$ cat config.mk
export PLATFORM = sky130hd
export DESIGN_NAME = omni_div
export DESIGN_NICKNAME = d
export VERILOG_FILES = /design/src/design/omni_pkg.sv /design/src/design/omni_div.sv
export SDC_FILE = /design/constraint.sdc
export NUM_CORES = 1
export LEC_CHECK = 0
export BUFFER_PORTS_ARGS = -buffer_cell sky130_fd_sc_hd__clkbuf_2
export CORE_MARGIN = 3
export CORE_UTILIZATION = 60
export DETAILED_ROUTE_END_ITERATION = 10
export MAX_ROUTING_LAYER = met4
export PLACE_DENSITY = 0.86
export RECOVER_POWER = 100
export SLEW_MARGIN = 40
export SYNTH_ARGS = -nofsm -noshare
export SYNTH_HDL_FRONTEND = slang
export SYNTH_SLANG_ARGS = --single-unit
$ cat constraint.sdc
create_clock -name clk -period 8.3 [get_ports clk]
set_input_delay 1.245 -clock clk [delete_from_list [all_inputs] [get_ports clk]]
set_output_delay 1.245 -clock clk [all_outputs]
set_load 0.005 [all_outputs]
$ cat src/design/omni_pkg.sv
// Shared types, constants and the sine table builder for the omni wheel mixer.
// Used by omni_trig, omni_div and omni_wheel_speed_mixer_core.
// No dependencies.
package omni_pkg;

  // Port widths
  localparam int SpeedW   = 7;
  localparam int HeadingW = 9;
  localparam int SpinW    = 8;
  localparam int LimitW   = 8;
  localparam int WheelW   = 8;
  localparam int MaskW    = 4;
  localparam int NumWheels = 4;

  // Saturated limit and quotient width (quotient never exceeds the limit)
  localparam int LimitMax = 127;
  localparam int QuotW    = 7;

  // Angle constants in whole degrees
  localparam int HeadingOffset = 45;
  localparam int QuarterTurn   = 90;
  localparam int HalfTurn      = 180;
  localparam int ThreeQuarter  = 270;
  localparam int FullTurn      = 360;
  localparam int AngleW        = 9;   // holds 0..359

  // Quarter-wave sine table: sin(k deg), k = 0..90
  localparam int SinEntries = 91;
  localparam int SinIdxW    = 7;
  localparam int FracMax    = 20;
  localparam int SinEntryW  = FracMax + 1;

  // pi/180 in Q30, truncated
  localparam longint unsigned DegToRadQ30 = 64'd18740330;

  // Taylor series divisors (n+1)(n+2) for n = 1, 3, ..., 11
  localparam int TaylorTerms = 6;
  localparam int unsigned TaylorDiv [TaylorTerms] = '{6, 20, 42, 72, 110, 156};

  typedef logic [SinEntries*SinEntryW-1:0] sin_tab_t;

  // Side data that rides along a divider lane
  typedef struct packed {
    logic             scale;  // use quotient, else the truncated raw value
    logic             neg;    // raw wheel was negative
    logic [QuotW-1:0] alt;    // |W| >> frac, used when not scaling
  } lane_ctl_t;

  // Builds the sine table at elaboration: series in Q30, clamped,
  // then rounded half up to Q(frac). Entry k sits at bits k*SinEntryW.
  function automatic sin_tab_t sin_table(input int unsigned frac);
    sin_tab_t         tab;
    longint unsigned  x;
    longint unsigned  x2;
    longint unsigned  term;
    longint           sum;
    tab = '0;
    for (int unsigned k = 0; k < SinEntries; k++) begin
      x    = 64'(k) * DegToRadQ30;
      x2   = (x * x) >> 30;
      term = x;
      sum  = longint'(x);
      for (int j = 0; j < TaylorTerms; j++) begin
        term = ((term * x2) >> 30) / TaylorDiv[j];
        if (j[0]) begin
          sum = sum + longint'(term);
        end else begin
          sum = sum - longint'(term);
        end
      end
      if (sum < 0) begin
        sum = 0;
      end
      if (sum > (longint'(1) << 30)) begin
        sum = longint'(1) << 30;
      end
      sum = (sum + (longint'(1) << (29 - frac))) >>> (30 - frac);
      tab[k*SinEntryW +: SinEntryW] = SinEntryW'(sum);
    end
    return tab;
  endfunction

endpackage

$ cat src/design/omni_div.sv
// Pipelined restoring divider lane: one quotient bit per stage, QuotW stages,
// then picks scaled or truncated value and applies the sign.
// Depends on omni_pkg (lane_ctl_t, QuotW, WheelW).
module omni_div #(
  parameter int NUM_W = 29,
  parameter int DEN_W = 22
) (
  input  logic                      clk,
  input  logic [NUM_W-1:0]          num_i,
  input  logic [DEN_W-1:0]          den_i,
  input  omni_pkg::lane_ctl_t       ctl_i,
  output logic signed [omni_pkg::WheelW-1:0] res_o
);

  localparam int QW = omni_pkg::QuotW;

  logic [NUM_W-1:0]      rem_r [QW-1];
  logic [DEN_W-1:0]      den_r [QW-1];
  logic [QW-1:0]         quo_r [QW];
  omni_pkg::lane_ctl_t   ctl_r [QW];

  for (genvar i = 0; i < QW; i++) begin : g_stage
    logic [NUM_W-1:0]    rem_in;
    logic [DEN_W-1:0]    den_in;
    logic [QW-1:0]       quo_in;
    omni_pkg::lane_ctl_t ctl_in;
    logic [NUM_W:0]      sub;
    logic [NUM_W:0]      diff;
    logic                take;

    if (i == 0) begin : g_first
      assign rem_in = num_i;
      assign den_in = den_i;
      assign quo_in = '0;
      assign ctl_in = ctl_i;
    end else begin : g_next
      assign rem_in = rem_r[i-1];
      assign den_in = den_r[i-1];
      assign quo_in = quo_r[i-1];
      assign ctl_in = ctl_r[i-1];
    end

    // Trial subtract of the shifted divisor
    assign sub  = (NUM_W+1)'(den_in) << (QW - 1 - i);
    assign diff = {1'b0, rem_in} - sub;
    assign take = ~diff[NUM_W];

    always_ff @(posedge clk) begin
      quo_r[i] <= take ? (quo_in | (QW'(1) << (QW - 1 - i))) : quo_in;
      ctl_r[i] <= ctl_in;
    end

    if (i < QW - 1) begin : g_carry
      always_ff @(posedge clk) begin
        rem_r[i] <= take ? diff[NUM_W-1:0] : rem_in;
        den_r[i] <= den_in;
      end
    end
  end

  // Select and sign
  logic [QW-1:0]                       q_mag;
  logic signed [omni_pkg::WheelW-1:0]  q_val;

  always_comb begin
    q_mag = ctl_r[QW-1].scale ? quo_r[QW-1] : ctl_r[QW-1].alt;
    q_val = $signed(omni_pkg::WheelW'(q_mag));
    res_o = ctl_r[QW-1].neg ? -q_val : q_val;
  end

endmodule

==> run metrics <==
YS warnings 0; Hold Buf Count CTS 0; Largest stage delay, worst path 1.12 ns; GR Util All Layers between 20 and 25%; die area roughly 0.031 mm2; Setup Viol. Count Final 0; # fillers between 2000 and 2500; Finished Layout Cells about 2300; Initial Util between 60 and 70%; critical path class flop to flop; Gate Count Post-Synth about 1800; Port Buffers between 60 and 70; final wirelength ~34 mm; cell family with most CP delay buffers and inverters; commonest non-fill, non-tap cells in the layout 397 x dfxtp_1, 190 x inv_1, 154 x ha_1; Final ANT Viol Nets 0; Rel. slew slack -17.19%; drt drc 0; num rows roughly 60; CP arrival about 5.4 ns; minimum clock period ~5 ns; vias 12950; DR vias/cell roughly 5.6; Die H about 180 um; # Post-CTS Setup Buffers 0; area grow syn2layout 11.06%; area leader, netlist dfxtp_1; Placed Instances 2254; Slew @ Worst Pin 1.758 ns; Cell Area, Synth 0.01742 mm2; VDD IR max between 0.15 and 0.2 mV; clock buffer count from CTS 38; Seq/Total Area, Yosys 45.64%; Hold Path Class flop to flop; Max-Cap Viols 5; status complete, but fails checks; async set-reset flop share out of synthesis 0%; first drt pass iteration count 7; worst-path fanout max 43; Critical Path Most Common Cell inv_1; root buffer cell clkbuf_16; share of post-route cells with drive strength above 1 under 10%; LEAKAGE between 8 and 9 nW; WL/cell about 15 um; pin count of the biggest net entering global routing between 40 and 50; grt ovf 0; slowest cell on the critical path clkbuf_1; depth of the CTS H-tree 2; Yosys top cell area share ~46%; commonest non-fill, non-tap cell in the layout dfxtp_1; FF+latch count, synth 397; post_cts resized 0; core box area approximately 0.028 mm2; Critical Path RT between 8 and 9 ns; Antenna Cells 0; post-detail-place hpwl 24.02 mm; Post-synth EDFFs 0; syn_area_per_cell ~9.5 um2; vias in the first global route 12770; TNS Setup 0 ns; Tcrit/Tclk final between 60% and 70%; clk_skew around 0.021 ns; Main synth FF type dfxtp_1; IO Pins 69; largest cells by area after synthesis dfxtp_1 46%, ha_1 11%, inv_1 4.1%, o21ai_0 4.0%, a21oi_1 4.0%; PwrDens 379.1 mW/mm2; Crit. End Element flop; Highest Clock Rate 199.6 MHz; RSZ-0062 raised after global routing false; Pwr Total roughly 7.3 mW; GP Congestion roughly 0.97; Final Hold Vio Count 0; cell breakdown of the critical path ha_1, inv_1, fa_1, a21o_1, nand4_1, nand3_1, a311oi_1, nor2_1, a41oi_1, nor3b_1, clkbuf_1, inv_1, mux2_1; first-pass GRT wire length about 58 mm; CTS tree built; clock sinks between 300 and 400; clock tree buffer depth 3; clk_lat worst skew 0.52 ns; failing checks max-capacitance violations, max-slew violations; count of buffer and inverter cells on the critical path 3; Iteration-0 DRC Markers roughly 680; initial antenna violation count 0; Mapped Nets approximately 2100; Die Span X 176.4 um; synth unique cells 90; CP startpoint kind flop; Final Net Count approximately 2100; Max Transition Viols Final between 200 and 250; Clock transition at path regs about 0.060 ns
-- per-layer routing --
metal	vias to the layer above	track usage [%]	wire length, um
li1	6494	-	-
met1	5967	26.22	14580
met2	398	39.69	16670
met3	88	2.344	1493
met4	0	7.823	1086
met5	-	-	0
-- per-stage QoR --
step | worst slack [ns] | hold WS [ns] | cell area, um2 | util (%)
final | 3.291 | 0.3265 | 19340 | 68.68
after global routing | 2.851 | 0.3314 | 19340 | 68.68
after CTS | 4.248 | 0.3269 | 19490 | 69.19
after detailed placement | 3.729 | 0.3121 | 18130 | 64.37
after global placement | 3.818 | 0.3096 | 18130 | 64.37
after floorplan | 4.383 | 0.3096 | 17420 | -
-- logic make-up (layout without fill, tap and decap cells) --
logic type	Yosys count	count (layout)	synth area share, %
compound gates	492	492	18.15
xor+xnor	120	120	6.035
fa+ha+maj	160	160	11.75
buf+inv	226	333	5.015
flops	397	397	45.64
mux	28	28	1.810
simple gates	415	415	11.60
-- worst register-to-register path, delay by kind of cell, from the launching register on --
kind            cells  cell delay, ns
buf+inv             3            1.48
compound gates      3            1.41
mux                 1            0.41
flops               1            0.35
simple gates        4            0.64
fa+ha+maj           2            0.60
-- where the power goes --
group          total (mW)  internal, mW  switching, mW  leakage [nW]
Sequential           2.66          2.39          0.268          3.34
Combinational        2.85          1.28           1.57          4.89
Clock                1.83          1.13          0.697         0.661
-- worst paths after layout --
check,slack [ns],cells after the start,startpoint,endpoint
worst min-delay path,0.33,0,ctl_r[2][3],ctl_r[3][3]
worst max-delay path,3.29,13,den_r[2][0],rem_r[3][22]
worst min register to register,0.33,0,ctl_r[2][3],ctl_r[3][3]
worst max register to register,3.29,13,den_r[2][0],rem_r[3][22]
-- flip-flops by register name, summed over array words and instances, names as in the netlist --
register,count
quo_r,28
den_r,132
ctl_r,63
rem_r,174
-- final cells by class --
cell class              count  area, um2  share of cell area [%]
clock inverters            13      239.0                   1.236
inverters                 190      713.2                   3.687
clock buffers              56       1120                   5.789
flip-flops and latches    397       7948                   41.09
multi-input cells        1215       8514                   44.02
well taps                 378      473.0                   2.445
repair buffers             74      335.3                   1.734
-- Yosys cell counts, types with 28 or more instances --
cell     count
nor2b_1     28
ha_1       154
a21o_1      61
nor2_1      89
xnor2_1     68
xor2_1      52
dfxtp_1    397
a21oi_1    138
inv_1      189
o21ai_0    139
nand2_1    148
Note: power is estimated with default switching activity, not from simulation.
