==> config.mk <==
export PLATFORM = sky130hd
export DESIGN_NAME = omni_trig
export DESIGN_NICKNAME = d
export VERILOG_FILES = /design/src/design/omni_pkg.sv /design/src/design/omni_trig.sv
export SDC_FILE = /design/constraint.sdc
export NUM_CORES = 1
export LEC_CHECK = 0
export BUFFER_PORTS_ARGS = -buffer_cell sky130_fd_sc_hd__buf_2
export CAP_MARGIN = 5
export CORE_MARGIN = 8
export CORE_UTILIZATION = 60
export CTS_CLUSTER_SIZE = 30
export DETAILED_ROUTE_END_ITERATION = 6
export PLACE_DENSITY_LB_ADDON = 0.3
export SYNTH_ARGS = -nofsm -noshare
export SYNTH_HDL_FRONTEND = slang
export SYNTH_SLANG_ARGS = --single-unit
==> constraint.sdc <==
create_clock -name clk -period 5.7 [get_ports clk]
set_input_delay 0.57 -clock clk [delete_from_list [all_inputs] [get_ports clk]]
set_output_delay 0.57 -clock clk [all_outputs]
set_load 0.02 [all_outputs]
==> src/design/omni_pkg.sv <==
// Shared types, constants and the sine table builder for the omni wheel mixer.
// Used by omni_trig, omni_div and omni_wheel_speed_mixer_core.
// No dependencies.
package omni_pkg;

  // Port widths
  localparam int SpeedW   = 7;
  localparam int HeadingW = 9;
  localparam int SpinW    = 8;
  localparam int LimitW   = 8;
  localparam int WheelW   = 8;
  localparam int MaskW    = 4;
  localparam int NumWheels = 4;

  // Saturated limit and quotient width (quotient never exceeds the limit)
  localparam int LimitMax = 127;
  localparam int QuotW    = 7;

  // Angle constants in whole degrees
  localparam int HeadingOffset = 45;
  localparam int QuarterTurn   = 90;
  localparam int HalfTurn      = 180;
  localparam int ThreeQuarter  = 270;
  localparam int FullTurn      = 360;
  localparam int AngleW        = 9;   // holds 0..359

  // Quarter-wave sine table: sin(k deg), k = 0..90
  localparam int SinEntries = 91;
  localparam int SinIdxW    = 7;
  localparam int FracMax    = 20;
  localparam int SinEntryW  = FracMax + 1;

  // pi/180 in Q30, truncated
  localparam longint unsigned DegToRadQ30 = 64'd18740330;

  // Taylor series divisors (n+1)(n+2) for n = 1, 3, ..., 11
  localparam int TaylorTerms = 6;
  localparam int unsigned TaylorDiv [TaylorTerms] = '{6, 20, 42, 72, 110, 156};

  typedef logic [SinEntries*SinEntryW-1:0] sin_tab_t;

  // Side data that rides along a divider lane
  typedef struct packed {
    logic             scale;  // use quotient, else the truncated raw value
    logic             neg;    // raw wheel was negative
    logic [QuotW-1:0] alt;    // |W| >> frac, used when not scaling
  } lane_ctl_t;

  // Builds the sine table at elaboration: series in Q30, clamped,
  // then rounded half up to Q(frac). Entry k sits at bits k*SinEntryW.
  function automatic sin_tab_t sin_table(input int unsigned frac);
    sin_tab_t         tab;
    longint unsigned  x;
    longint unsigned  x2;
    longint unsigned  term;
    longint           sum;
    tab = '0;
    for (int unsigned k = 0; k < SinEntries; k++) begin
      x    = 64'(k) * DegToRadQ30;
      x2   = (x * x) >> 30;
      term = x;
      sum  = longint'(x);
      for (int j = 0; j < TaylorTerms; j++) begin
        term = ((term * x2) >> 30) / TaylorDiv[j];
        if (j[0]) begin
          sum = sum + longint'(term);
        end else begin
          sum = sum - longint'(term);
        end
      end
      if (sum < 0) begin
        sum = 0;
      end
      if (sum > (longint'(1) << 30)) begin
        sum = longint'(1) << 30;
      end
      sum = (sum + (longint'(1) << (29 - frac))) >>> (30 - frac);
      tab[k*SinEntryW +: SinEntryW] = SinEntryW'(sum);
    end
    return tab;
  endfunction

endpackage

==> src/design/omni_trig.sv <==
// Two-stage sine/cosine unit: wraps heading-45 into 0..359, then reads the
// quarter-wave table with quadrant symmetry. Depends on omni_pkg.
// Output is signed Q(FRAC).
module omni_trig #(
  parameter int FRAC = 14
) (
  input  logic                       clk,
  input  logic signed [omni_pkg::HeadingW-1:0] heading_i,
  output logic signed [FRAC+1:0]     sin_o,
  output logic signed [FRAC+1:0]     cos_o
);

  localparam omni_pkg::sin_tab_t SinTab = omni_pkg::sin_table(FRAC);
  localparam int AW = omni_pkg::AngleW;

  typedef struct packed {
    logic                           neg;
    logic [omni_pkg::SinIdxW-1:0]   idx;
  } sin_sel_t;

  // Quadrant fold of an angle in 0..359
  function automatic sin_sel_t fold(input logic [AW-1:0] a);
    sin_sel_t sel;
    if (a <= AW'(omni_pkg::QuarterTurn)) begin
      sel.neg = 1'b0;
      sel.idx = omni_pkg::SinIdxW'(a);
    end else if (a <= AW'(omni_pkg::HalfTurn)) begin
      sel.neg = 1'b0;
      sel.idx = omni_pkg::SinIdxW'(AW'(omni_pkg::HalfTurn) - a);
    end else if (a <= AW'(omni_pkg::ThreeQuarter)) begin
      sel.neg = 1'b1;
      sel.idx = omni_pkg::SinIdxW'(a - AW'(omni_pkg::HalfTurn));
    end else begin
      sel.neg = 1'b1;
      sel.idx = omni_pkg::SinIdxW'(10'(omni_pkg::FullTurn) - 10'(a));
    end
    return sel;
  endfunction

  // Signed table value for a folded angle
  function automatic logic signed [FRAC+1:0] lookup(input sin_sel_t sel);
    logic [omni_pkg::SinEntryW-1:0] ent;
    logic signed [FRAC+1:0]         val;
    ent = SinTab[sel.idx*omni_pkg::SinEntryW +: omni_pkg::SinEntryW];
    val = $signed({1'b0, ent[FRAC:0]});
    return sel.neg ? -val : val;
  endfunction

  logic signed [AW+1:0] d_raw;
  logic signed [AW+1:0] d_wrap;
  logic [AW-1:0]        d_nxt;
  logic [AW:0]          dc_raw;
  logic [AW-1:0]        dc_nxt;
  logic [AW-1:0]        d_r;
  logic [AW-1:0]        dc_r;
  logic signed [FRAC+1:0] sin_r;
  logic signed [FRAC+1:0] cos_r;

  // Stage A: d = heading - 45 mod 360, and d + 90 mod 360 for the cosine
  always_comb begin
    d_raw  = (AW+2)'(heading_i) - (AW+2)'(omni_pkg::HeadingOffset);
    d_wrap = d_raw[AW+1] ? d_raw + (AW+2)'(omni_pkg::FullTurn) : d_raw;
    d_nxt  = d_wrap[AW-1:0];
    dc_raw = (AW+1)'(d_nxt) + (AW+1)'(omni_pkg::QuarterTurn);
    dc_nxt = (dc_raw >= (AW+1)'(omni_pkg::FullTurn)) ?
             AW'(dc_raw - (AW+1)'(omni_pkg::FullTurn)) : dc_raw[AW-1:0];
  end

  always_ff @(posedge clk) begin
    d_r  <= d_nxt;
    dc_r <= dc_nxt;
  end

  // Stage B: table reads
  always_ff @(posedge clk) begin
    sin_r <= lookup(fold(d_r));
    cos_r <= lookup(fold(dc_r));
  end

  assign sin_o = sin_r;
  assign cos_o = cos_r;

endmodule

==> reports/summary.txt, run 1 <==
====================================================================================
Outcome                                                                 complete, no violations
Violation count after the first detailed-route iteration                        1468
Most common library cell in the layout ignoring fill and taps           sky130_fd_sc_hd__nor2_1
Sum of net half-perimeters after detailed placement                          18.6 mm
Biggest cell delay along the critical path                                   0.80 ns
Worst R2R Start                                                         d_r[2]$_DFF_P_
Number of remaining DRC errors                                                     0
Share of final-layout standard cells stronger than drive strength 1            13.4%
DP Cell Count                                                                   1151
Transition time at the pin with the least slew margin                        1.33 ns
Share of the clock period used by the worst path                               90.9%
Crit Path Class                                                         flop to flop
Number of max-cap violations                                                       0
Final-layout setup total negative slack                                         0 ns
TritonCTS Buffers                                                                  5
Post-detailed-routing wire length                                            26.2 mm
Initial standard-cell utilization of the core                                  61.1%
Post-detailed-route count of antenna-violating nets                                0
Overall via count from detail_route                                             8674
Bufs and invs on worst path                                                        2
Site Rows                                                                         40
Quantity of I/O buffers inserted on ports                                         41
Critical-path cell with the highest stage delay                         sky130_fd_sc_hd__dfxtp_1
Worst-case clock skew                                                     0.00516 ns
Fill count                                                                      1076
Critical Path End                                                       sin_o[13]$_DFF_P_
GRT Total Usage                                                                31.7%
Final estimated routing congestion in global placement                          1.03
Die W                                                                         126 um
Gate count of the mapped netlist                                                1013
CP startpoint kind                                                              flop
Critical Path Stages                                                              14
Proportion of synthesized flip-flops having asynchronous set or reset             0%
CTS HTree Levels                                                                   2
Number of standard cells in the layout, taps in and fillers out                 1159
CTS tree                                                                       built
Rel. slew slack                                                                10.9%
Capturing element type of the critical path                                     flop
Critical path peak fanout                                                         22
Final number of setup-violating endpoints                                          0
Reg2reg setup slack                                                          0.52 ns
Post-synth EDFFs                                                                   0
Final hold slack                                                            0.486 ns
Number of hold buffers added after CTS                                             0
Depth of the worst register-to-register path                                      14
Clock Root Buffer                                                       sky130_fd_sc_hd__clkbuf_16
Longest Clk Path Bufs                                                              2
Number of warning messages in the yosys log                                        0
Max-slew violations                                                                0
Antenna Diode Count                                                                0
Top-level port count                                                              42
Post-CTS resize count                                                              0
Primary FF master, synth                                                sky130_fd_sc_hd__dfxtp_1
Number of different library cells in the post-synthesis netlist                   92
Cell with the most instances on the worst path                          sky130_fd_sc_hd__nand4_1
Area Growth Syn to Fin                                                         5.81%
Detail-routed via count per cell                                                7.48
Synthesized Nets                                                                1061
Number of sinks on the clock net                                                  49
Number of hold violations in the final report                                      0
Vias in the first global route                                                  7885
Initial antenna violation count                                                    0
Iteration count of the initial detailed-routing pass                               6
Maximum number of pins on one net before global-route repair                      39
Tightest Hold Check Type                                                input pin to flop
RSZ-0062 raised after global routing                                              no
Data arrival time of the critical path                                       5.41 ns
Critical path required time                                                  5.93 ns
Core region area                                                        0.0119 sq mm
Residual overflow from global routing                                              0
Die boundary height                                                           126 um
Worst r2r dst                                                           sin_o[13]$_DFF_P_
Number of post-CTS setup repair buffers                                            0
Clock latency on the worst-skew pair                                         0.30 ns
Portion of the post-synthesis area used by sequential elements                 13.5%
Start point of the critical path                                        d_r[2]$_DFF_P_
Register clock-pin slew on the reported worst setup and hold paths           0.07 ns
Net total in the final layout                                                   1059
First-pass GRT wire length                                                   42.0 mm
Netlist Area Pre-Place                                                  0.00728 sq mm
Routed wirelength normalized by instance count                               22.6 um
Peak Freq                                                                    193 MHz
Minimum clock period after layout                                            5.18 ns
Cell family contributing the most delay on the critical path            compound AO/OA/AOI/OAI gates
Die Footprint                                                           0.0159 sq mm
Most frequent cells in the layout                                       sky130_fd_sc_hd__nor2_1, sky130_fd_sc_hd__nand2_1, sky130_fd_sc_hd__a21oi_1
Crit path cell chain                                                    nand4_1, a21boi_1, mux2i_1, o21ai_2, buf_4, buf_4, mux2i_1, a221oi_1, o21ai_0, nand4_1, nor4_2, nand4_1, o21ai_1, xor2_1
Synthesis-stage register bit count                                                49
Mean post-synth cell area                                                 7.18 sq um
====================================================================================
==> through the flow <==
stage | worst slack, ns | cell area [sq um] | utilization (%)
after floorplan | 0.732 | 7280 | -
after global placement | 0.727 | 7550 | 63.4
final | 0.516 | 7700 | 64.7
after detailed placement | 0.667 | 7550 | 63.4
after global routing | 0.204 | 7700 | 64.7
after CTS | 0.653 | 7700 | 64.7
==> cell type report <==
cell class / count / area, sq um / area share (%)
well taps: 147 / 184 / 2.39
inverters: 36 / 135 / 1.75
repair buffers: 83 / 520 / 6.76
flip-flops and latches: 49 / 981 / 12.7
multi-input cells: 836 / 5730 / 74.4
clock buffers: 5 / 125 / 1.62
clock inverters: 3 / 26.3 / 0.341
==> worst register-to-register path: stages, from the launching register on <==
cell and delay [ns]:
sky130_fd_sc_hd__dfxtp_1 0.80, sky130_fd_sc_hd__nand4_1 0.26, sky130_fd_sc_hd__a21boi_1 0.62, sky130_fd_sc_hd__mux2i_1 0.26, sky130_fd_sc_hd__o21ai_2 0.74, sky130_fd_sc_hd__buf_4 0.32, sky130_fd_sc_hd__buf_4 0.19, sky130_fd_sc_hd__mux2i_1 0.23
sky130_fd_sc_hd__a221oi_1 0.10, sky130_fd_sc_hd__o21ai_0 0.35, sky130_fd_sc_hd__nand4_1 0.32, sky130_fd_sc_hd__nor4_2 0.37, sky130_fd_sc_hd__nand4_1 0.21, sky130_fd_sc_hd__o21ai_1 0.19, sky130_fd_sc_hd__xor2_1 0.15
==> synth_stat cells, drive strengths merged, types with 6 or more instances <==
library cell | instances | share of area [%]
dfxtp | 49 | 13
buf | 55 | 4.1
a211oi | 18 | 1.9
o32ai | 8 | 0.96
mux2i | 13 | 1.8
nand2 | 78 | 4.1
o31ai | 18 | 1.9
a221oi | 12 | 1.7
nand4 | 17 | 1.5
a21oi | 72 | 5.0
o21ai | 74 | 5.3
clkbuf | 37 | 1.9
and3 | 7 | 0.60
a21boi | 7 | 0.72
a2111oi | 6 | 0.72
nor3 | 46 | 3.3
inv | 34 | 1.8
ha | 38 | 6.5
nor2b | 8 | 0.69
xnor2 | 40 | 4.9
and2 | 7 | 0.60
o221ai | 14 | 1.7
nor2 | 84 | 4.4
o2111ai | 11 | 1.3
xor2 | 17 | 2.0
or3 | 7 | 0.60
a211o | 11 | 1.3
o311ai | 13 | 1.7
mux2 | 12 | 1.9
o211ai | 27 | 2.8
a311oi | 8 | 0.96
nor4 | 11 | 1.4
o22ai | 9 | 0.77
nand3 | 34 | 2.4
o21a | 12 | 1.3
a21o | 8 | 0.83
a31oi | 13 | 1.1
==> registers in the layout, summed over array words and instances, names as in the netlist <==
name	count
cos_o	16
sin_o	16
dc_r	9
d_r	8
==> per-layer routing <==
metal  vias to the layer above  track usage [%]  share of wire [%]
li1                       3884                -                  -
met1                      3953             39.0                 39
met2                       702             50.2                 45
met3                       135             6.03                 11
met4                         0             19.4                5.4
met5                         -                0                  0
==> cell families (layout without fill, tap and decap cells) <==
family	after synthesis	in the layout	synth area share (%)
muxes	27	27	4.26
xor gates and xnor gates	57	57	6.96
adders and majority gates	39	39	6.67
and+or+nand+nor	313	313	21.1
buffers and inverters	128	127	7.86
AOI/OAI and AO/OA	400	400	39.7
DFF	49	49	13.5
==> worst min-delay path by stage <==
stage                             from              end  depth (start not counted)
after global placement    heading_i[0]  dc_r[0]$_DFF_P_                          2
final                     heading_i[0]  dc_r[0]$_DFF_P_                          2
after floorplan           heading_i[0]  dc_r[0]$_DFF_P_                          1
after detailed placement  heading_i[0]  dc_r[0]$_DFF_P_                          2
after global routing      heading_i[0]  dc_r[0]$_DFF_P_                          2
after CTS                 heading_i[0]  dc_r[0]$_DFF_P_                          2
Power of run 1 is left out: the tool's default activity adds up to more than one toggle a clock period on the data nets, which glitch-free logic cannot reach.
==> inputs of run 2 (changes only) <==
- PLACE_DENSITY: unset -> 0.78
- PLACE_DENSITY_LB_ADDON: 0.3 -> unset
- SETUP_SLACK_MARGIN: unset -> 0.4
==> run 2 against run 1 <==
Compared with the run above:
- count of clock-buffer cells in the layout is 1 higher
- first-iteration DRC count is 10% lower
- the run now ends with DRC left
- critical path depth is 1 higher
- fmax is 3.7% higher
- core utilization is 0.084 points higher
- critical endpoint is now sin_o[14]$_DFF_P_
- sequential share of layout area hardly changed
- design area is 0.13% higher
- sequential cell count stayed put
- worst setup slack better by 0.19 ns
- highest routed layer unchanged
- via count is 0.48% lower
==> reports/summary.txt, run 2 (synthesized netlist as in run 1, its figures left out) <==
==================================================================================
Crit path cell chain                                                  inv_1, ha_1, a21oi_1, nor2b_1, mux2_2, o21ai_0, buf_4, nand2_1, buf_4, o311ai_0, o211ai_1, nor4_2, nand4_1, o31ai_1, xnor2_1
CP startpoint kind                                                            flop
Number of sinks on the clock net                                                49   unchanged
RSZ-0062 raised after global routing                                           yes
Number of max-cap violations                                                     0   unchanged
Fill count                                                                    1108   +3.0%
Reg area                                                                 982 sq um   +0.13%
Clock latency on the worst-skew pair                                       0.29 ns   about the same
Residual overflow from global routing                                            0   unchanged
Violations in the final reports                                                DRC
Site Rows                                                                       40   unchanged
Maximum number of pins on one net before global-route repair                    51   +31%
Violation count after the first detailed-route iteration                      1314   -10%
Worst path setup slack after routing                                      0.702 ns   +0.185 ns
Quantity of I/O buffers inserted on ports                                       41   unchanged
Share of the clock period used by the worst path                             87.7%   -3.3 points
Number of post-CTS setup repair buffers                                          0   unchanged
Tightest Hold Check Type                                              input pin to flop
Number of remaining DRC errors                                                   1   +1
Outcome                                                               finished, violations left
Final number of setup-violating endpoints                                        0   unchanged
DP Cell Count                                                                 1151   unchanged
TritonCTS Buffers                                                                5   unchanged
Reg2reg setup slack                                                        0.70 ns   +0.19 ns
Area Growth Syn to Fin                                                       5.95%
Post-CTS resize count                                                            0   unchanged
Number of standard cells in the layout, taps in and fillers out               1159   unchanged
Critical-path cell with the highest stage delay                       sky130_fd_sc_hd__ha_1
Depth of the worst register-to-register path                                    15   +1
Capturing element type of the critical path                                   flop
Cell family contributing the most delay on the critical path          compound AO/OA/AOI/OAI gates
Clock Root Buffer                                                     sky130_fd_sc_hd__clkbuf_16
Antenna Diode Count                                                              0   unchanged
Transition time at the pin with the least slew margin                     0.982 ns   -0.344 ns
Rel. slew slack                                                              33.8%   +23 points
Bufs and invs on worst path                                                      3   +1
Final standard cell utilization of the core                                  64.7%   +0.084 points
Busiest layer in global routing                                               met2
Worst Hold Endpoint                                                   dc_r[0]$_DFF_P_
Net total in the final layout                                                 1059   unchanged
Initial standard-cell utilization of the core                                61.1%   unchanged
Detail-routed via count per cell                                              7.45   -0.48%
Post-detailed-route count of antenna-violating nets                              0   unchanged
Sum of net half-perimeters after detailed placement                        18.7 mm   +0.62%
Worst r2r dst                                                         sin_o[14]$_DFF_P_
Crit Path Class                                                       flop to flop
CTS HTree Levels                                                                 2   unchanged
CTS tree                                                                     built
Critical path peak fanout                                                       16   -27%
Die Footprint                                                         0.0159 sq mm   unchanged
Final-layout setup total negative slack                                       0 ns   unchanged
Met3 Use GR                                                                  5.70%   -0.34 points
Critical path required time                                                5.86 ns   -0.07 ns
Iteration count of the initial detailed-routing pass                             7   +1
Overall via count from detail_route                                           8632   -0.48%
Minimum clock period after layout                                          5.00 ns   -0.185 ns
Number of hold buffers added after CTS                                           0   unchanged
Max-slew violations                                                              0   unchanged
GRT Total Usage                                                              31.8%   +0.080 points
Vias in the first global route                                                7716   -2.1%
Share of final-layout standard cells stronger than drive strength 1          13.5%   +0.099 points
Critical Path Stages                                                            15   +1
Peak Freq                                                                  200 MHz   +3.7%
Post-detailed-routing wire length                                          26.3 mm   +0.23%
Initial antenna violation count                                                  0   unchanged
Biggest cell delay along the critical path                                 0.54 ns   -0.26 ns
Routed wirelength normalized by instance count                             22.7 um   +0.23%
Met2 track demand over resource in global routing                            50.4%   +0.22 points
Worst setup slack after placement                                         0.564 ns   -0.103 ns
Hold path startpoint                                                  heading_i[0]
Die boundary height                                                         126 um   unchanged
Most frequent cells in the layout                                     sky130_fd_sc_hd__nor2_1, sky130_fd_sc_hd__nand2_1, sky130_fd_sc_hd__a21oi_1
Core region area                                                      0.0119 sq mm   unchanged
Met1 track demand over resource                                              39.3%   +0.23 points
Worst-case clock skew                                                   0.00715 ns   +0.00199 ns
Multi-input combinational cell area                                   0.00573 sq mm   about the same
Cell with the most instances on the worst path                        sky130_fd_sc_hd__buf_4
Most common library cell in the layout ignoring fill and taps         sky130_fd_sc_hd__nor2_1
Register clock-pin slew on the reported worst setup and hold paths         0.07 ns   about the same
Final estimated routing congestion in global placement                        1.02   -1.7%
Worst R2R Start                                                       dc_r[0]$_DFF_P_
Number of hold violations in the final report                                    0   unchanged
Longest Clk Path Bufs                                                            2   unchanged
First-pass GRT wire length                                                 41.8 mm   -0.56%
Data arrival time of the critical path                                     5.16 ns   -0.25 ns
Cell depth of the worst hold path                                                2   unchanged
Top-level port count                                                            42   unchanged
Die W                                                                       126 um   unchanged
==================================================================================
run 2: worst reg2reg max path, cell delays in order (launching register included):
cell                       delay, ns
sky130_fd_sc_hd__dfxtp_1        0.33
sky130_fd_sc_hd__inv_1          0.32
sky130_fd_sc_hd__ha_1           0.54
sky130_fd_sc_hd__a21oi_1        0.17
sky130_fd_sc_hd__nor2b_1        0.17
sky130_fd_sc_hd__mux2_2         0.29
sky130_fd_sc_hd__o21ai_0        0.17
sky130_fd_sc_hd__buf_4          0.24
sky130_fd_sc_hd__nand2_1        0.40
sky130_fd_sc_hd__buf_4          0.36
sky130_fd_sc_hd__o311ai_0       0.44
sky130_fd_sc_hd__o211ai_1       0.34
sky130_fd_sc_hd__nor4_2         0.51
sky130_fd_sc_hd__nand4_1        0.22
sky130_fd_sc_hd__o31ai_1        0.28
sky130_fd_sc_hd__xnor2_1        0.09
run 2: per-stage QoR:
step           cell area [sq um]  hold WS (ns)
6_report                    7710         0.463
3_3_place_gp                7560         0.770
4_1_cts                     7700         0.463
2_1_floorplan               7280         0.650
3_5_place_dp                7560         0.771
5_1_grt                     7710         0.477
run 2: area by class of cell:
class / count / area share (%)
Clock inverter: 2 / 0.178
Multi-Input combinational cell: 836 / 74.4
Timing Repair Buffer: 83 / 6.91
Inverter: 36 / 1.75
Clock buffer: 6 / 1.67
Tap cell: 147 / 2.39
Sequential cell: 49 / 12.7
run 2: how the worst max path moves through the flow:
stage                                   end            start  slack (ns)
final                     sin_o[14]$_DFF_P_  dc_r[0]$_DFF_P_        0.70
after floorplan           sin_o[14]$_DFF_P_  dc_r[0]$_DFF_P_        0.73
after detailed placement  sin_o[14]$_DFF_P_   d_r[2]$_DFF_P_        0.56
after global routing      sin_o[14]$_DFF_P_  dc_r[0]$_DFF_P_        0.39
after global placement    sin_o[14]$_DFF_P_   d_r[2]$_DFF_P_        0.69
after CTS                 sin_o[14]$_DFF_P_   d_r[2]$_DFF_P_        0.56
run 2: routing by layer:
layer,part of all wire (%),vias to the layer above
met4,6.1,0
li1,-,3910
met5,0,-
met3,11,132
met1,38,3931
met2,45,659
Power of run 2 is left out for the same reason.
==> inputs of run 3 (changes only) <==
- ABC_AREA: unset -> 1
- MAX_ROUTING_LAYER: unset -> met4
==> run 3 against run 2 <==
Compared with the run above:
- the flow now finishes without violations
- sequential share of layout area is 0.40 points higher
- non-clock buffer count shrank 32
- count of clock-buffer cells in the layout decreased by 1
- wire length fell by 8.0%
- fmax is 3.3% higher
- sequential cell count unchanged
- worst setup slack improved by 0.16 ns
- largest cell class unchanged
==> reports/summary.txt, run 3 <==
====================================================================================
Outcome                                                                 complete, no violations
Bufs and invs on worst path                                                        7   +4
Tightest Hold Check Type                                                input pin to flop
Share of the clock period used by the worst path                               84.9%   -2.8 points
Clock Root Buffer                                                       sky130_fd_sc_hd__clkbuf_16
Primary FF master, synth                                                sky130_fd_sc_hd__dfxtp_1
Routed wirelength normalized by instance count                               16.9 um   -25%
Register clock-pin slew on the reported worst setup and hold paths           0.06 ns   about the same
Iteration count of the initial detailed-routing pass                               7   unchanged
Post-route standard cell area excluding fillers                         0.00748 sq mm   -3.1%
Net total in the final layout                                                   1331   +26%
Share of final-layout standard cells stronger than drive strength 1            11.9%   -1.6 points
First-pass GRT wire length                                                   38.7 mm   -7.3%
Area Growth Syn to Fin                                                         2.86%
Netlist Area Pre-Place                                                  0.00727 sq mm   -0.14%
Crit Path Class                                                         flop to flop
Cell with the most instances on the worst path                          sky130_fd_sc_hd__nand2_1
Die W                                                                         126 um   about the same
Synthesized Nets                                                                1328   +25%
GRT Total Usage                                                                30.3%   -1.5 points
Post-synth EDFFs                                                                   0   unchanged
Detail-routed via count per cell                                                5.97   -20%
Number of post-CTS setup repair buffers                                            0   unchanged
Cell family contributing the most delay on the critical path            simple AND/OR/NAND/NOR gates
Initial antenna violation count                                                    0   unchanged
Synthesis-stage register bit count                                                49   unchanged
Peak Freq                                                                    207 MHz   +3.3%
Transition time at the pin with the least slew margin                       0.659 ns   -0.323 ns
Core region area                                                        0.0119 sq mm   unchanged
Critical path peak fanout                                                         21   +5
Number of standard cells in the layout, taps in and fillers out                 1431   +23%
RSZ-0062 raised after global routing                                              no
Most common library cell in the layout ignoring fill and taps           sky130_fd_sc_hd__nand2_1
Placement Cell Area                                                     0.00730 sq mm   -3.4%
Number of hold violations in the final report                                      0   unchanged
Site Rows                                                                         40   unchanged
DP Cell Count                                                                   1423   +24%
Rel. slew slack                                                                56.0%   +22 points
Capturing element type of the critical path                                     flop
Final estimated routing congestion in global placement                          1.01   -0.61%
Sum of net half-perimeters after detailed placement                          18.4 mm   -1.4%
Top-level port count                                                              42   unchanged
Final number of setup-violating endpoints                                          0   unchanged
Longest Clk Path Bufs                                                              2   unchanged
Number of warning messages in the yosys log                                        0   unchanged
Reg area                                                                   982 sq um   unchanged
Number of sinks on the clock net                                                  49   unchanged
Proportion of synthesized flip-flops having asynchronous set or reset             0%   unchanged
Vias in the first global route                                                  7719   +0.039%
Minimum clock period after layout                                            4.84 ns   -0.161 ns
CTS HTree Levels                                                                   2   unchanged
Die boundary height                                                           126 um   about the same
Critical-path cell with the highest stage delay                         sky130_fd_sc_hd__dfxtp_2
Critical path required time                                                  5.89 ns   +0.03 ns
Library cell with the highest instance count after synthesis            sky130_fd_sc_hd__nand2_1
Top cells by instance count after synthesis                             sky130_fd_sc_hd__nand2_1, sky130_fd_sc_hd__nand3_1, sky130_fd_sc_hd__inv_1, sky130_fd_sc_hd__nor2_1, sky130_fd_sc_hd__dfxtp_1
Initial standard-cell utilization of the core                                  61.0%   -0.084 points
Number of remaining DRC errors                                                     0   -1
Worst-case clock skew                                                      0.0109 ns   +0.00376 ns
Maximum number of pins on one net before global-route repair                      39   -24%
Die Footprint                                                           0.0159 sq mm   -0.13%
Antenna Diode Count                                                                0   unchanged
Cell type contributing the most total cell area after synthesis         sky130_fd_sc_hd__nand2_1
Fill count                                                                      1165   +5.1%
Data arrival time of the critical path                                       5.03 ns   -0.13 ns
Clock latency on the worst-skew pair                                         0.30 ns   about the same
TritonCTS Buffers                                                                  5   unchanged
Gate count of the mapped netlist                                                1280   +26%
Portion of the post-synthesis area used by sequential elements                 13.5%   +0.019 points
Max-slew violations                                                                0   unchanged
Quantity of I/O buffers inserted on ports                                         41   unchanged
Post-detailed-route count of antenna-violating nets                                0   unchanged
Mean post-synth cell area                                                 5.68 sq um   -21%
Number of different library cells in the post-synthesis netlist                   49   -47%
Most frequent cells in the layout                                       sky130_fd_sc_hd__nand2_1, sky130_fd_sc_hd__nand3_1, sky130_fd_sc_hd__inv_1
Residual overflow from global routing                                              0   unchanged
Overall via count from detail_route                                             8549   -0.96%
Share of the synthesized area in the top cell type                             22.7%   +9.2 points
Biggest cell delay along the critical path                                   0.58 ns   +0.04 ns
Multi-input combinational cell area                                     0.00535 sq mm   -6.7%
CP startpoint kind                                                              flop
Final-layout setup total negative slack                                         0 ns   unchanged
Post-detailed-routing wire length                                            24.2 mm   -8.0%
Violation count after the first detailed-route iteration                        1138   -13%
Largest cells by area after synthesis                                   sky130_fd_sc_hd__nand2_1, sky130_fd_sc_hd__nand3_1, sky130_fd_sc_hd__dfxtp_1
CTS tree                                                                       built
Number of max-cap violations                                                       0   unchanged
====================================================================================
==> run 3: cell count changes after synthesis, sizes merged, moves of 18 or more <==
cell	previous run	this run
a211oi	18	0
a21oi	72	41
clkbuf	37	1
inv	34	132
nand2	78	469
nand3	34	212
nor3	46	7
o211ai	27	7
xnor2	40	10
==> run 3: final timing paths <==
| kind | startpoint | cells past startpoint | endpoint | slack [ns] |
|---|---|---|---|---|
| setup / recovery | dc_r[0]$_DFF_P_ | 26 | sin_o[14]$_DFF_P_ | 0.86 |
| hold / removal | heading_i[0] | 2 | dc_r[0]$_DFF_P_ | 0.45 |
| setup reg to reg | dc_r[0]$_DFF_P_ | 26 | sin_o[14]$_DFF_P_ | 0.86 |
| hold reg to reg | dc_r[7]$_DFF_P_ | 5 | cos_o[8]$_DFF_P_ | 1.02 |
==> run 3: stage by stage <==
| stage | worst slack (ns) | util (%) | hold WS, ns |
|---|---|---|---|
| finish | 0.863 | 62.8 | 0.452 |
| global route | 0.555 | 62.8 | 0.455 |
| CTS | 0.639 | 62.8 | 0.454 |
| detailed placement | 0.655 | 61.3 | 0.765 |
| global placement | 0.790 | 61.3 | 0.763 |
| floorplan | 2.05 | - | 0.650 |
==> run 3: logic make-up (layout without fill, tap and decap cells) <==
logic type | Yosys count | count (layout) | share of synthesized area [%]
simple gates | 837 | 837 | 51.5
buf+inv | 188 | 192 | 12.9
compound gates | 128 | 128 | 10.4
flops | 49 | 49 | 13.5
xor+xnor | 40 | 40 | 5.13
fa+ha+maj | 38 | 38 | 6.54
==> run 3: layer usage <==
layer	wire length (um)	vias to the layer above	track usage, %	share of wire [%]
met4	791	0	10.6	3.3
met5	0	-	-	0
met2	10500	522	46.9	43
met3	2730	85	6.71	11
li1	-	4157	-	-
met1	10200	3785	38.1	42
==> run 3: timing repair <==
item | in CTS | in global routing
gates resized for setup | 0 | 1
setup endpoints to repair | 0 | 22
hold buffers | 0 | 0
==> run 3: area by class of cell <==
| class | instances | area share, % |
|---|---|---|
| Multi-Input combinational cell | 1043 | 71.5 |
| Sequential cell | 49 | 13.1 |
| Inverter | 133 | 6.81 |
| Timing Repair Buffer | 51 | 3.75 |
| Tap cell | 147 | 2.46 |
| Clock buffer | 5 | 1.67 |
| Clock inverter | 3 | 0.619 |
Power of run 3 is left out for the same reason.
